$ cat config.mk
export PLATFORM = sky130hd
export DESIGN_NAME = crc16_4b6b_frame_encoder_unit
export DESIGN_NICKNAME = d
export VERILOG_FILES = /design/src/hw/rtl/crc4b_pkg.sv /design/src/hw/rtl/crc4b_enc.sv /design/src/hw/rtl/crc4b_ser.sv /design/src/hw/rtl/crc16_4b6b_frame_encoder_unit.sv
export SDC_FILE = /design/constraint.sdc
export NUM_CORES = 1
export LEC_CHECK = 0
export BUFFER_PORTS_ARGS = -buffer_cell sky130_fd_sc_hd__buf_4
export CAP_MARGIN = 15
export CORE_AREA = 10 10 133 104
export CTS_CLUSTER_SIZE = 20
export DETAILED_ROUTE_END_ITERATION = 8
export DIE_AREA = 0 0 143 114
export GPL_TIMING_DRIVEN = 0
export PLACE_DENSITY = 0.84
export SLEW_MARGIN = 20
export SYNTH_ARGS = -nofsm -noshare
export SYNTH_HDL_FRONTEND = slang
export SYNTH_SLANG_ARGS = --single-unit
$ cat constraint.sdc
create_clock -name clk -period 12.99 [get_ports clk]
set_input_delay 1.9485 -clock clk [delete_from_list [all_inputs] [get_ports clk]]
set_output_delay 1.9485 -clock clk [all_outputs]
set_load 0.005 [all_outputs]
$ cat src/hw/rtl/crc4b_pkg.sv
`timescale 1ns / 1ps
// ----------------------------------------------------------------------------
// crc4b_pkg
// Shared constants, types and functions of the CRC-16 / 4b6b frame encoder.
// ----------------------------------------------------------------------------
package crc4b_pkg;

  localparam int unsigned BYTE_W     = 8;
  localparam int unsigned CRC_W      = 16;
  localparam int unsigned CODE12_W   = 12;
  localparam int unsigned MAX_BYTES  = 6;
  localparam int unsigned WORD_W     = MAX_BYTES * BYTE_W;
  localparam int unsigned CNT_W      = $clog2(MAX_BYTES + 1);

  localparam logic [CRC_W-1:0] CRC_INIT = 16'hFFFF;
  localparam logic [CRC_W-1:0] CRC_POLY = 16'h1021;

  // byte counts of one encoded item
  localparam logic [CNT_W-1:0] CNT_NONE = 3'd0;
  localparam logic [CNT_W-1:0] CNT_PAIR = 3'd3;
  localparam logic [CNT_W-1:0] CNT_ODD  = 3'd5;
  localparam logic [CNT_W-1:0] CNT_FULL = 3'd6;

  typedef struct packed {
    logic [WORD_W-1:0] word;       // coded bytes, first byte in the top bits
    logic [CNT_W-1:0]  count;      // number of valid bytes in word
    logic              frame_end;  // last byte of word closes the frame
  } enc_res_t;

  function automatic logic [CRC_W-1:0] crc_update(input logic [CRC_W-1:0] crc,
                                                  input logic [BYTE_W-1:0] b);
    logic [CRC_W-1:0] c;
    c = crc ^ {b, 8'h00};
    for (int k = 0; k < BYTE_W; k++) begin
      if (c[CRC_W-1]) begin
        c = {c[CRC_W-2:0], 1'b0} ^ CRC_POLY;
      end else begin
        c = {c[CRC_W-2:0], 1'b0};
      end
    end
    return c;
  endfunction

  function automatic logic [5:0] nib_code(input logic [3:0] n);
    logic [5:0] c;
    case (n)
      4'h0:    c = 6'h15;
      4'h1:    c = 6'h31;
      4'h2:    c = 6'h32;
      4'h3:    c = 6'h23;
      4'h4:    c = 6'h34;
      4'h5:    c = 6'h25;
      4'h6:    c = 6'h26;
      4'h7:    c = 6'h16;
      4'h8:    c = 6'h1A;
      4'h9:    c = 6'h19;
      4'hA:    c = 6'h2A;
      4'hB:    c = 6'h0B;
      4'hC:    c = 6'h2C;
      4'hD:    c = 6'h0D;
      4'hE:    c = 6'h0E;
      4'hF:    c = 6'h1C;
      default: c = 6'h15;
    endcase
    return c;
  endfunction

  function automatic logic [CODE12_W-1:0] code12(input logic [BYTE_W-1:0] b);
    return {nib_code(b[7:4]), nib_code(b[3:0])};
  endfunction

endpackage

$ cat src/hw/rtl/crc4b_enc.sv
`timescale 1ns / 1ps
// ----------------------------------------------------------------------------
// crc4b_enc
// Combinational CRC update and 4b6b mapping of one registered payload byte.
// ----------------------------------------------------------------------------
module crc4b_enc
  import crc4b_pkg::*;
(
  input  logic [BYTE_W-1:0] in_byte,
  input  logic              in_last,
  input  logic [CRC_W-1:0]  crc,
  input  logic [BYTE_W-1:0] held_byte,
  input  logic              held_valid,
  output logic [CRC_W-1:0]  crc_upd,
  output enc_res_t          res
);

  logic [CODE12_W-1:0] c_held;
  logic [CODE12_W-1:0] c_byte;
  logic [CODE12_W-1:0] c_crc_hi;
  logic [CODE12_W-1:0] c_crc_lo;

  assign crc_upd  = crc_update(crc, in_byte);
  assign c_held   = code12(held_byte);
  assign c_byte   = code12(in_byte);
  assign c_crc_hi = code12(crc_upd[15:8]);
  assign c_crc_lo = code12(crc_upd[7:0]);

  always_comb begin
    res.frame_end = in_last;
    res.word      = '0;
    res.count     = CNT_NONE;
    if (in_last) begin
      if (held_valid) begin
        res.word  = {c_held, c_byte, c_crc_hi, c_crc_lo};
        res.count = CNT_FULL;
      end else begin
        // odd byte count: the lone crc low byte is padded with a zero nibble
        res.word  = {c_byte, c_crc_hi, c_crc_lo, 4'h0, 8'h00};
        res.count = CNT_ODD;
      end
    end else if (held_valid) begin
      res.word  = {c_held, c_byte, 24'h000000};
      res.count = CNT_PAIR;
    end
  end

endmodule

$ cat src/hw/rtl/crc4b_ser.sv
`timescale 1ns / 1ps
// ----------------------------------------------------------------------------
// crc4b_ser
// Result buffer that shifts the coded bytes of one item out one per cycle while m_tready is high.
// ----------------------------------------------------------------------------
module crc4b_ser
  import crc4b_pkg::*;
(
  input  logic              clk,
  input  logic              rst,
  input  logic              load,
  input  enc_res_t          res,
  output logic              load_ready,
  output logic              m_tvalid,
  input  logic              m_tready,
  output logic [BYTE_W-1:0] m_tdata,
  output logic              m_tlast
);

  logic [WORD_W-1:0] data;
  logic [CNT_W-1:0]  cnt;
  logic              fend;

  // a new word may enter while the final buffered byte leaves
  assign load_ready = (cnt == CNT_NONE) ||
                      ((cnt == CNT_W'(1)) && m_tready);

  always_ff @(posedge clk) begin
    if (rst) begin
      cnt  <= CNT_NONE;
      fend <= 1'b0;
    end else if (load) begin
      data <= res.word;
      cnt  <= res.count;
      fend <= res.frame_end;
    end else if ((cnt != CNT_NONE) && m_tready) begin
      data <= {data[WORD_W-BYTE_W-1:0], {BYTE_W{1'b0}}};
      cnt  <= cnt - CNT_W'(1);
    end
  end

  assign m_tvalid = (cnt != CNT_NONE);
  assign m_tdata  = data[WORD_W-1 -: BYTE_W];
  assign m_tlast  = fend && (cnt == CNT_W'(1));

endmodule

$ cat src/hw/rtl/crc16_4b6b_frame_encoder_unit.sv
`timescale 1ns / 1ps
// ----------------------------------------------------------------------------
// crc16_4b6b_frame_encoder_unit
// CRC-16/CCITT-FALSE framing with a 4b6b line code, byte stream in and out.
// ----------------------------------------------------------------------------
// Payload bytes enter on the slave stream (s_tdata, s_tlast marks the final
// payload byte of a frame). The CRC runs over the payload and is appended
// high byte first; every byte maps to twelve code bits, packed MSB first and
// sent out one byte per transfer on the master stream, m_tlast on the final
// coded byte of the frame. An odd total byte count ends with a byte padded
// with four zero bits.
// Path: the first coded byte of an item is taken from the output byte buffer,
// loaded from the input register that holds its input transfer. Two payload
// bytes give three coded bytes and the frame end adds the coded CRC, so the
// one-byte output port, not the input, limits how fast a frame goes out.
// An input register and the output byte buffer are separate stages: a new
// byte is taken while coded bytes still wait. When the receiver stalls the
// buffer holds, the input register fills and s_tready drops.
// Reset clears both stages, sets the CRC to 0xFFFF and drops any held byte.
// ----------------------------------------------------------------------------
module crc16_4b6b_frame_encoder_unit
  import crc4b_pkg::*;
(
  input  logic              clk,
  input  logic              rst,
  input  logic              s_tvalid,
  output logic              s_tready,
  input  logic [BYTE_W-1:0] s_tdata,   // [7:0] data_byte
  input  logic              s_tlast,
  output logic              m_tvalid,
  input  logic              m_tready,
  output logic [BYTE_W-1:0] m_tdata,   // [7:0] code_byte
  output logic              m_tlast
);

  logic              in_valid;
  logic [BYTE_W-1:0] in_byte;
  logic              in_last;

  logic [CRC_W-1:0]  crc;
  logic [BYTE_W-1:0] held_byte;
  logic              held_valid;

  logic [CRC_W-1:0]  crc_upd;
  enc_res_t          enc_res;
  logic              ser_ready;
  logic              ser_load;
  logic              adv;

  crc4b_enc u_enc (
    .in_byte    (in_byte),
    .in_last    (in_last),
    .crc        (crc),
    .held_byte  (held_byte),
    .held_valid (held_valid),
    .crc_upd    (crc_upd),
    .res        (enc_res)
  );

  // an item that only gets held needs no room in the output buffer
  assign adv      = in_valid && ((enc_res.count == CNT_NONE) || ser_ready);
  assign ser_load = adv && (enc_res.count != CNT_NONE);
  assign s_tready = !in_valid || adv;

  always_ff @(posedge clk) begin
    if (rst) begin
      in_valid <= 1'b0;
    end else if (s_tvalid && s_tready) begin
      in_valid <= 1'b1;
      in_byte  <= s_tdata;
      in_last  <= s_tlast;
    end else if (adv) begin
      in_valid <= 1'b0;
    end
  end

  always_ff @(posedge clk) begin
    if (rst) begin
      crc        <= CRC_INIT;
      held_valid <= 1'b0;
      held_byte  <= '0;
    end else if (adv) begin
      if (in_last) begin
        crc        <= CRC_INIT;
        held_valid <= 1'b0;
        held_byte  <= '0;
      end else begin
        crc        <= crc_upd;
        held_valid <= !held_valid;
        held_byte  <= in_byte;
      end
    end
  end

  crc4b_ser u_ser (
    .clk        (clk),
    .rst        (rst),
    .load       (ser_load),
    .res        (enc_res),
    .load_ready (ser_ready),
    .m_tvalid   (m_tvalid),
    .m_tready   (m_tready),
    .m_tdata    (m_tdata),
    .m_tlast    (m_tlast)
  );

  // frame end leaves the crc and pairing state ready for the next frame
  a_frame_restart: assert property (@(posedge clk) disable iff (rst)
    (adv && in_last) |=> (crc == CRC_INIT) && !held_valid)
    else $error("crc or held byte not cleared after frame end");

  // a blocked item stays put in the input register
  a_input_hold: assert property (@(posedge clk) disable iff (rst)
    (in_valid && !adv) |=> in_valid && $stable(in_byte) && $stable(in_last))
    else $error("input register changed while blocked");

  // only the first byte of a pair within a frame produces no coded bytes
  a_silent_item: assert property (@(posedge clk) disable iff (rst)
    (in_valid && (enc_res.count == CNT_NONE)) |-> !in_last && !held_valid)
    else $error("item dropped without coded output");

endmodule
Word level (Yosys, flattened, before mapping)
Memory sizes are Yosys's and may differ from the RTL's. A register that Yosys moved wholly into a read port is not among the register bits.
Index checks and enable logic that the tools add are counted.
{"block": "totals", "out_inout_bits": 11, "memories": 8, "input_bits": 13, "wordCells": 74, "rom_bits": 768, "register_bits": 87}
{"block": "op_classes", "bitwise": 10, "reduce_logical": 19, "n_addsub": 1, "n_eq_ne": 1, "muxes": 26}
{"memory": "(no name shown)", "words": 16, "width": 6, "rd": 1, "rd_clocked_by_memory_dff": 0, "wr": 0, "line": "crc4b_pkg.sv:46", "text": "case (n)"}
{"memory": "(no name shown)", "words": 16, "width": 6, "rd": 1, "rd_clocked_by_memory_dff": 0, "wr": 0, "line": "crc4b_pkg.sv:46"}
{"memory": "(no name shown)", "words": 16, "width": 6, "rd": 1, "rd_clocked_by_memory_dff": 0, "wr": 0, "line": "crc4b_pkg.sv:46"}
{"memory": "(no name shown)", "words": 16, "width": 6, "rd": 1, "rd_clocked_by_memory_dff": 0, "wr": 0, "line": "crc4b_pkg.sv:46"}
{"memory": "(no name shown)", "words": 16, "width": 6, "rd": 1, "rd_clocked_by_memory_dff": 1, "wr": 0, "line": "crc4b_pkg.sv:46"}
{"memory": "(no name shown)", "words": 16, "width": 6, "rd": 1, "rd_clocked_by_memory_dff": 1, "wr": 0, "line": "crc4b_pkg.sv:46"}
{"memory": "+2 memories"}
{"op": "51-bit two-way mux", "count": 3}
{"op": "13-bit two-way mux", "count": 8}
{"op": "48-bit two-way mux", "count": 2}
{"op": "4-bit two-way mux", "count": 6}
{"op": "3-bit NOT", "count": 8}
{"op": "16-bit two-way mux", "count": 1}
{"op": "16-bit bitwise XOR", "count": 1}
{"op": "8-bit two-way mux", "count": 1}
{"op": "1-bit logical AND", "count": 6}
{"op": "3-bit logical NOT", "count": 2}
{"op": "3-bit two-way mux", "count": 2}
{"op": "3-bit nonzero test", "count": 2}
{"op": "2-bit AND reduction", "count": 2}
{"op": "2-bit nonzero test", "count": 2}
{"op": "3-bit by 1-bit equality test with 1-bit output (second input constant)", "count": 1}
{"op": "1-bit logical OR", "count": 3}
{"op": "1-bit two-way mux", "count": 3}
{"op": "3-bit by 1-bit subtractor with 3-bit output (second input constant)", "count": 1}
{"op": "1-bit logical NOT", "count": 2}
{"op": "1-bit NOT", "count": 1}

Depth between registers and ports, before layout
Gate-level depths: netlist (run 1).
An unclocked memory read counts as a cell.
{"block": "depth", "depth_word": 27, "mapped_depth": 13, "ltp_nobuf": 13}

Hierarchy
From an unflattened synthesis (run 1), not the netlist that was laid out.
{"block": "hier_totals", "cells_unflattened": 609, "area_unflattened_um2": 6456.2}
{"module": "crc4b_enc", "n_inst": 1, "area_each_um2": 2690.1, "cells_per_inst": 335, "seq_area_each_um2": 0.0}
{"module": "crc4b_ser", "n_inst": 1, "area_each_um2": 2336.0, "cells_per_inst": 140, "seq_area_each_um2": 1521.5}
{"module": "crc16_4b6b_frame_encoder_unit", "n_inst": 1, "area_each_um2": 1430.1, "cells_per_inst": 134, "seq_area_each_um2": 790.8}

Worst setup path after synthesis (run 1)
No wires, ideal clock.
{"block": "synth_path", "path_kind": "in2reg", "start": "input rst", "end": "register u_ser.data[0] (enable)", "setup_slack_ns": 7.637, "required_time_ns": 12.521, "setup_ns": 0.469, "cell_stages": 4, "t_arrival_ns": 4.884, "n_path_buf": 3, "path_cell_list": "clkbuf_1 > clkbuf_1 > clkbuf_1 > a21oi_1"}
{"block": "synth_via", "elab_chain_cells": 2}
{"element": "start: declaration", "line": "crc16_4b6b_frame_encoder_unit.sv:25", "text": "input logic rst,"}
{"element": "1-bit NOT (no line)"}
{"element": "2-bit AND reduction (no line)"}
{"element": "end signal: assignment", "line": "crc4b_ser.sv:33", "text": "data <= res.word;"}
{"element": "end signal: assignment", "line": "crc4b_ser.sv:37", "text": "data <= {data[WORD_W-BYTE_W-1:0], {BYTE_W{1'b0}}};"}
{"element": "end: declaration", "line": "crc4b_ser.sv:20", "text": "logic [WORD_W-1:0] data;"}
No other way between the ends.
A chain may end at the register's enable or synchronous reset.

Worst setup path in the final report (run 1)
{"block": "layout_path", "start": "input m_tready", "end": "output s_tready"}
{"block": "layout_via", "elab_chain_cells": 5}
{"element": "start: declaration", "line": "crc16_4b6b_frame_encoder_unit.sv:31", "text": "input logic m_tready,"}
{"element": "1-bit logical AND", "line": "crc4b_ser.sv:26", "text": "((cnt == CNT_W'(1)) && m_tready);"}
{"element": "1-bit logical OR", "line": "crc4b_ser.sv:25", "text": "assign load_ready = (cnt == CNT_NONE) ||"}
{"element": "1-bit logical OR", "line": "crc16_4b6b_frame_encoder_unit.sv:61", "text": "assign adv = in_valid && ((enc_res.count == CNT_NONE) || ser_ready);"}
{"element": "1-bit logical AND", "line": "crc16_4b6b_frame_encoder_unit.sv:61"}
{"element": "1-bit logical OR", "line": "crc16_4b6b_frame_encoder_unit.sv:63", "text": "assign s_tready = !in_valid || adv;"}
{"element": "end: declaration", "line": "crc16_4b6b_frame_encoder_unit.sv:27", "text": "output logic s_tready,"}
No other way between the ends.

==> results.json, run 1 <==
{
  "status": "complete, no violations",
  "synth_cells": 648,
  "seqCellArea_um2": 2790,
  "ant_nets": 0,
  "worst_slack_ps": 8220,
  "dieWidth_um": 143,
  "synth_nets": 709,
  "overflow": 0,
  "rsz0062_at_grt": "false",
  "pre_cts_slack_ps": 8250,
  "crit_top_cell": "buf_4",
  "syn_avg_cell_area_um2": 10.2,
  "synth.distinct_cells": 68,
  "slowest_stage": "a21oi_2",
  "synth_compound_area_share_pct": 17.6,
  "worstHoldPathType": "reg -> reg",
  "fin_crit_sh_pct": 36.7,
  "crit_fanout": 5,
  "wl_mm": 17.4,
  "setup_viol_count_final": 0,
  "drv_cap": 0,
  "synth_ff_type": "edfxtp_1",
  "num_vias": 5340,
  "yosys.cell_count.top_type": "nor2_1",
  "p_leak_nw": 2.94,
  "synthTopCellsByArea": "edfxtp_1, dfxtp_1, ha_1",
  "die_area_um2": 16300,
  "cp_cell_sequence": "buf_4, a21oi_2, o21a_1, inv_1, buf_4",
  "die_height_um": 114,
  "maxSlewViolCount": 0,
  "cts.htree.levels": 3,
  "synth_top_family_by_area": "compound AO/OA/AOI/OAI gates",
  "hold_path_startpoint": "u_ser.fend",
  "critPathTopFamily": "compound AO/OA/AOI/OAI gates",
  "crit_path_end_kind": "primary output",
  "grt_pass1_wl_mm": 27.5,
  "hold_violations": 0,
  "tightest_slew_ps": 1130,
  "grt_pass1_vias": 5197,
  "placement_rows": 34,
  "yosysSeqAreaShare_pct": 42.2,
  "firstDrtPassIters": 5,
  "min_period_ps": 4770,
  "cts_made_buffers": 9,
  "yosys_warnings": 0,
  "max_freq_mhz": 210,
  "synth_top_area_share_pct": 25.9,
  "synth-edff-count": 57,
  "grtUsageTotal_pct": 21.5,
  "grt_max_degree": 22,
  "final_cells": 833,
  "yosys.area.top_type": "edfxtp_1",
  "synthSimpleGateAreaFrac_pct": 11.5,
  "boundaryPins": 24,
  "cts_tree": "yes",
  "worstReg2RegStart": "in_byte[4]",
  "core_area_um2": 11400,
  "antenna_cells": 0,
  "cts_setup_buffers": 0,
  "worst_ep_arrival_time_ps": 2820,
  "vias_per_cell": 6.41,
  "critPathRequiredTime_ps": 11040,
  "p_per_area_nw_per_um2": 171,
  "drc_errors": 0,
  "clk_pin_slew_ps": 70,
  "multi_input_area_um2": 3500,
  "cpPeakStageDelay_ps": 250,
  "cp-startpoint": "m_tready",
  "skew_ps": 11.9,
  "finalSetupTns_ps": 0,
  "clk_path_buf_depth": 2,
  "synthMuxAreaShare_pct": 6.26,
  "syn_area_um2": 6620,
  "post_cts_resized": 0,
  "area_delta_synth_final_pct": 10.4,
  "postCtsHoldBufs": 0,
  "cp_num_buf_inv": 3,
  "clockRootBuffer": "clkbuf_16",
  "port-buffer-count": 23,
  "ir_drop_mv": 0.0868,
  "fin_hold_ws_ps": 496,
  "synthXorXnorAreaFrac_pct": 8.27,
  "crit_type": "in -> out",
  "ys_top_cells_by_count": "nor2_1, edfxtp_1, dfxtp_1",
  "place_hpwl_mm": 12.9,
  "drt_iter0_drc": 675,
  "slew_headroom_pct": 23.9,
  "dp_cells": 817,
  "floorplan.initialDensity_pct": 58.2,
  "antenna_found_initial": 0,
  "fillCellCount": 847,
  "cts_sinks": 111,
  "async_reset_ff_share_pct": 0,
  "layout.nets": 745,
  "avgRoutedWirePerCell_um": 20.9,
  "drive_above_1_share_pct": 12.8,
  "synth.ff_latch_count": 111,
  "clk_latency_ps": 350,
  "synth_fa_ha_area_share_pct": 9.08,
  "crit_path_start_kind": "primary input",
  "place_congestion": 0.912
}
==> worst reg2reg max path: stages, from the launching register on <==
cell      delay, ps
edfxtp_1        520
xor2_2          430
inv_2           160
xnor2_2         240
xnor2_1         850
inv_1           220
ha_1            280
or2_2           290
a31oi_1         350
mux2i_1         130
a22o_1          210
==> worst paths after layout <==
path | to | slack [ps] | cells after the start
worst max-delay path | s_tready | 8220 | 5
worst min-delay path | u_ser.fend | 500 | 2
worst max register to register | u_ser.data[19] | 9080 | 10
worst min register to register | u_ser.fend | 500 | 2
==> layout by cell type, fill, tap and decap left out, types with 11 or more instances in the layout <==
cell / n
xnor2_1: 14
a22oi_1: 16
nand2_1: 33
buf_4: 32
ha_1: 48
clkbuf_1: 29
nand2b_1: 18
a21oi_1: 47
edfxtp_1: 57
o21ai_0: 25
mux2i_1: 29
dfxtp_1: 54
nand3_1: 11
inv_1: 37
nor2_1: 60
o22ai_1: 13
==> power by group <==
part	switching [mW]	internal [mW]	leakage [nW]
combinational	0.318	0.197	1.84
sequential	0.0273	0.441	0.972
clock	0.131	0.133	0.133
total	0.477	0.772	2.94
==> metrics by stage <==
step / utilization [%] / cell area, um2 / total power [mW]
3_5_place_dp: 61.8 / 7020 / 0.973
5_1_grt: 64.3 / 7300 / 1.31
3_3_place_gp: 61.3 / 6970 / 0.941
6_report: 64.3 / 7300 / 1.25
4_1_cts: 64.3 / 7300 / 1.23
2_1_floorplan: - / 6620 / 0.822
==> final cells by class <==
class                      count  area share (%)
multi-input combinational    457            47.9
buffer                        39            2.50
clock inverter                 6           0.703
clock buffer                  10            3.14
sequential                   111            38.2
tap                          144            2.47
inverter                      41            2.11
timing repair buffer          25            2.95
==> routing by layer <==
layer  vias to the layer above  global-route usage [%]  share of wire (%)
met5                         -                       0                  0
met3                        41                    7.97                 12
met4                         0                    5.69                1.9
met1                      2572                    27.7                 41
met2                       341                    33.4                 44
li1                       2386                       -                  -
==> flip-flops by register name, summed over array words and instances (netlist names) <==
| name | count |
|---|---|
| held_valid | 1 |
| in_valid | 1 |
| in_byte | 8 |
| u_ser.cnt | 3 |
| held_byte | 8 |
| in_last | 1 |
| u_ser.data | 48 |
| crc | 16 |
| u_enc.c_held | 12 |
| u_enc.c_byte | 12 |
| u_ser.fend | 1 |
==> cells by family after synthesis <==
family | count (synthesis)
AOI/OAI and AO/OA | 175
xor gates and xnor gates | 35
adders and majority gates | 48
buffers and inverters | 80
DFF | 111
muxes | 38
and+or+nand+nor | 161
No activity file was read; power rests on OpenSTA's default activity.
==> run 2, diff against run 1 <==
--- a/config.mk
+++ b/config.mk
@@ -7,12 +7,12 @@
 export LEC_CHECK = 0
 export BUFFER_PORTS_ARGS = -buffer_cell sky130_fd_sc_hd__buf_4
 export CAP_MARGIN = 15
-export CORE_AREA = 10 10 133 104
+export CORE_AREA = 10 10 136 107
 export CTS_CLUSTER_SIZE = 20
 export DETAILED_ROUTE_END_ITERATION = 8
-export DIE_AREA = 0 0 143 114
+export DIE_AREA = 0 0 146 117
 export GPL_TIMING_DRIVEN = 0
-export PLACE_DENSITY = 0.84
+export PLACE_DENSITY = 0.83
 export SLEW_MARGIN = 20
 export SYNTH_ARGS = -nofsm -noshare
 export SYNTH_HDL_FRONTEND = slang
==> constraint.sdc (replaced) <==
create_clock -name clk -period 4 [get_ports clk]
set_input_delay 0.6 -clock clk [delete_from_list [all_inputs] [get_ports clk]]
set_output_delay 0.6 -clock clk [all_outputs]
set_load 0.005 [all_outputs]
==> run 2 against run 1 <==
Effect of this change:
- cell count increased by 2.5%
- final area increased by 0.51%
- clock power increased to 3.5 times the previous value
- total power increased to 3.3 times the previous value
- non-clock buffer count decreased by 1
- die area increased by 4.8%
==> results.json, run 2 (synthesis results as in run 1) <==
{
  "crit_path_end_kind": "flip-flop",
  "place_congestion": 0.924,
  "layout.nets": 744,
  "port-buffer-count": 23,
  "ant_nets": 0,
  "largestRegisters": "u_ser.data: 48 flops, crc: 16 flops",
  "reg2reg_depth": 12,
  "cts_setup_buffers": 0,
  "wl_mm": 17.4,
  "place_hpwl_mm": 13.0,
  "fin_crit_sh_pct": 91.9,
  "cp-startpoint": "in_last",
  "gr-usage-met3_pct": 4.88,
  "hold_path_startpoint": "s_tlast",
  "placement_rows": 35,
  "num_vias": 5260,
  "worst_ep_arrival_time_ps": 3910,
  "worstReg2RegStart": "in_last",
  "area_delta_synth_final_pct": 11.0,
  "slew_headroom_pct": 33.1,
  "ir_drop_mv": 0.285,
  "grt_max_degree": 27,
  "final_cell_mix": "nor2_1, edfxtp_1, dfxtp_1",
  "p_leak_nw": 2.95,
  "cts_tree": "yes",
  "met1_usage_pct": 28.5,
  "grt_pass1_wl_mm": 27.7,
  "crit_fanout": 10,
  "dp_cells": 838,
  "max_freq_mhz": 272,
  "overflow": 0,
  "p_per_area_nw_per_um2": 560,
  "clk_path_buf_depth": 2,
  "firstDrtPassIters": 6,
  "met2_usage_pct": 31.2,
  "worstHoldPathType": "in -> reg",
  "core_area_um2": 12000,
  "grt_pass1_vias": 5114,
  "min_period_ps": 3680,
  "dieWidth_um": 146,
  "vias_per_cell": 6.16,
  "drv_cap": 0,
  "top_register": "u_ser.data",
  "cts.htree.levels": 3,
  "post_cts_resized": 0,
  "fillCellCount": 937,
  "die_area_um2": 17100,
  "crit_path_start_kind": "flip-flop",
  "boundaryPins": 24,
  "drive_above_1_share_pct": 12.6,
  "setup_viol_count_final": 0,
  "antenna_cells": 0,
  "final_cells": 854,
  "tightest_slew_ps": 994,
  "min_delay_path_depth": 1,
  "grt.busiest_layer": "met2",
  "rsz0062_at_grt": "false",
  "status": "complete, no violations",
  "drt_iter0_drc": 754,
  "multi_input_area_um2": 3500,
  "postCtsHoldBufs": 0,
  "floorplan.initialDensity_pct": 55.3,
  "mostFrequentLayoutCell": "nor2_1",
  "cts_sinks": 111,
  "antenna_found_initial": 0,
  "grtUsageTotal_pct": 20.6,
  "crit_type": "reg -> reg",
  "drc_errors": 0,
  "clk_pin_slew_ps": 80,
  "hold_violations": 0,
  "finalPower_mw": 4.11,
  "finalSetupTns_ps": 0,
  "clockRootBuffer": "clkbuf_16",
  "critPathRequiredTime_ps": 4230,
  "die_height_um": 117,
  "clk_latency_ps": 370,
  "avgRoutedWirePerCell_um": 20.3,
  "maxSlewViolCount": 0,
  "largest_reg_flops": 48,
  "cts_made_buffers": 9,
  "seqCellArea_um2": 2790,
  "utilization_pct": 61.4,
  "skew_ps": 9.93
}
==> run 2: power breakdown <==
| part | switching, mW | internal, mW |
|---|---|---|
| sequential | 0.0918 | 1.43 |
| clock | 0.459 | 0.476 |
| combinational | 1.02 | 0.631 |
==> run 2: through the flow <==
step / hold WS (ps) / worst slack [ps] / cell area (um2)
after global placement: 483 / -157 / 7000
after detailed placement: 495 / 444 / 7030
final: 409 / 325 / 7340
after global routing: 403 / 133 / 7340
after floorplan: 449 / 784 / 6620
after CTS: 405 / 414 / 7340
==> run 2: final cells by class <==
class / instances / area share (%)
inverters: 41 / 2.10
plain buffers: 39 / 2.49
multi-input cells: 457 / 47.6
well taps: 166 / 2.83
flip-flops and latches: 111 / 38.0
clock inverters: 6 / 0.750
repair buffers: 24 / 2.73
clock buffers: 10 / 3.41
==> run 2: path summary, 6_finish.rpt <==
path	to	slack, ps
worst max-delay path	u_enc.c_byte[10]	320
worst min-delay path	in_last	410
worst max register to register	u_enc.c_byte[10]	320
worst min register to register	u_ser.fend	520
==> run 2: routing by layer <==
metal	wire (um)	vias up
li1	-	2387
met1	7500	2499
met2	7540	323
met3	1840	51
met4	476	0
met5	0	-
==> run 2: worst max-delay path, cell delays in order, from the launching register on <==
cell,delay [ps]
edfxtp_1,400
inv_1,140
clkbuf_1,540
ha_1,330
nor2b_1,80
o21a_1,180
inv_1,160
nand2_2,160
mux2i_1,740
inv_1,180
ha_1,340
mux2i_1,130
o221ai_1,160
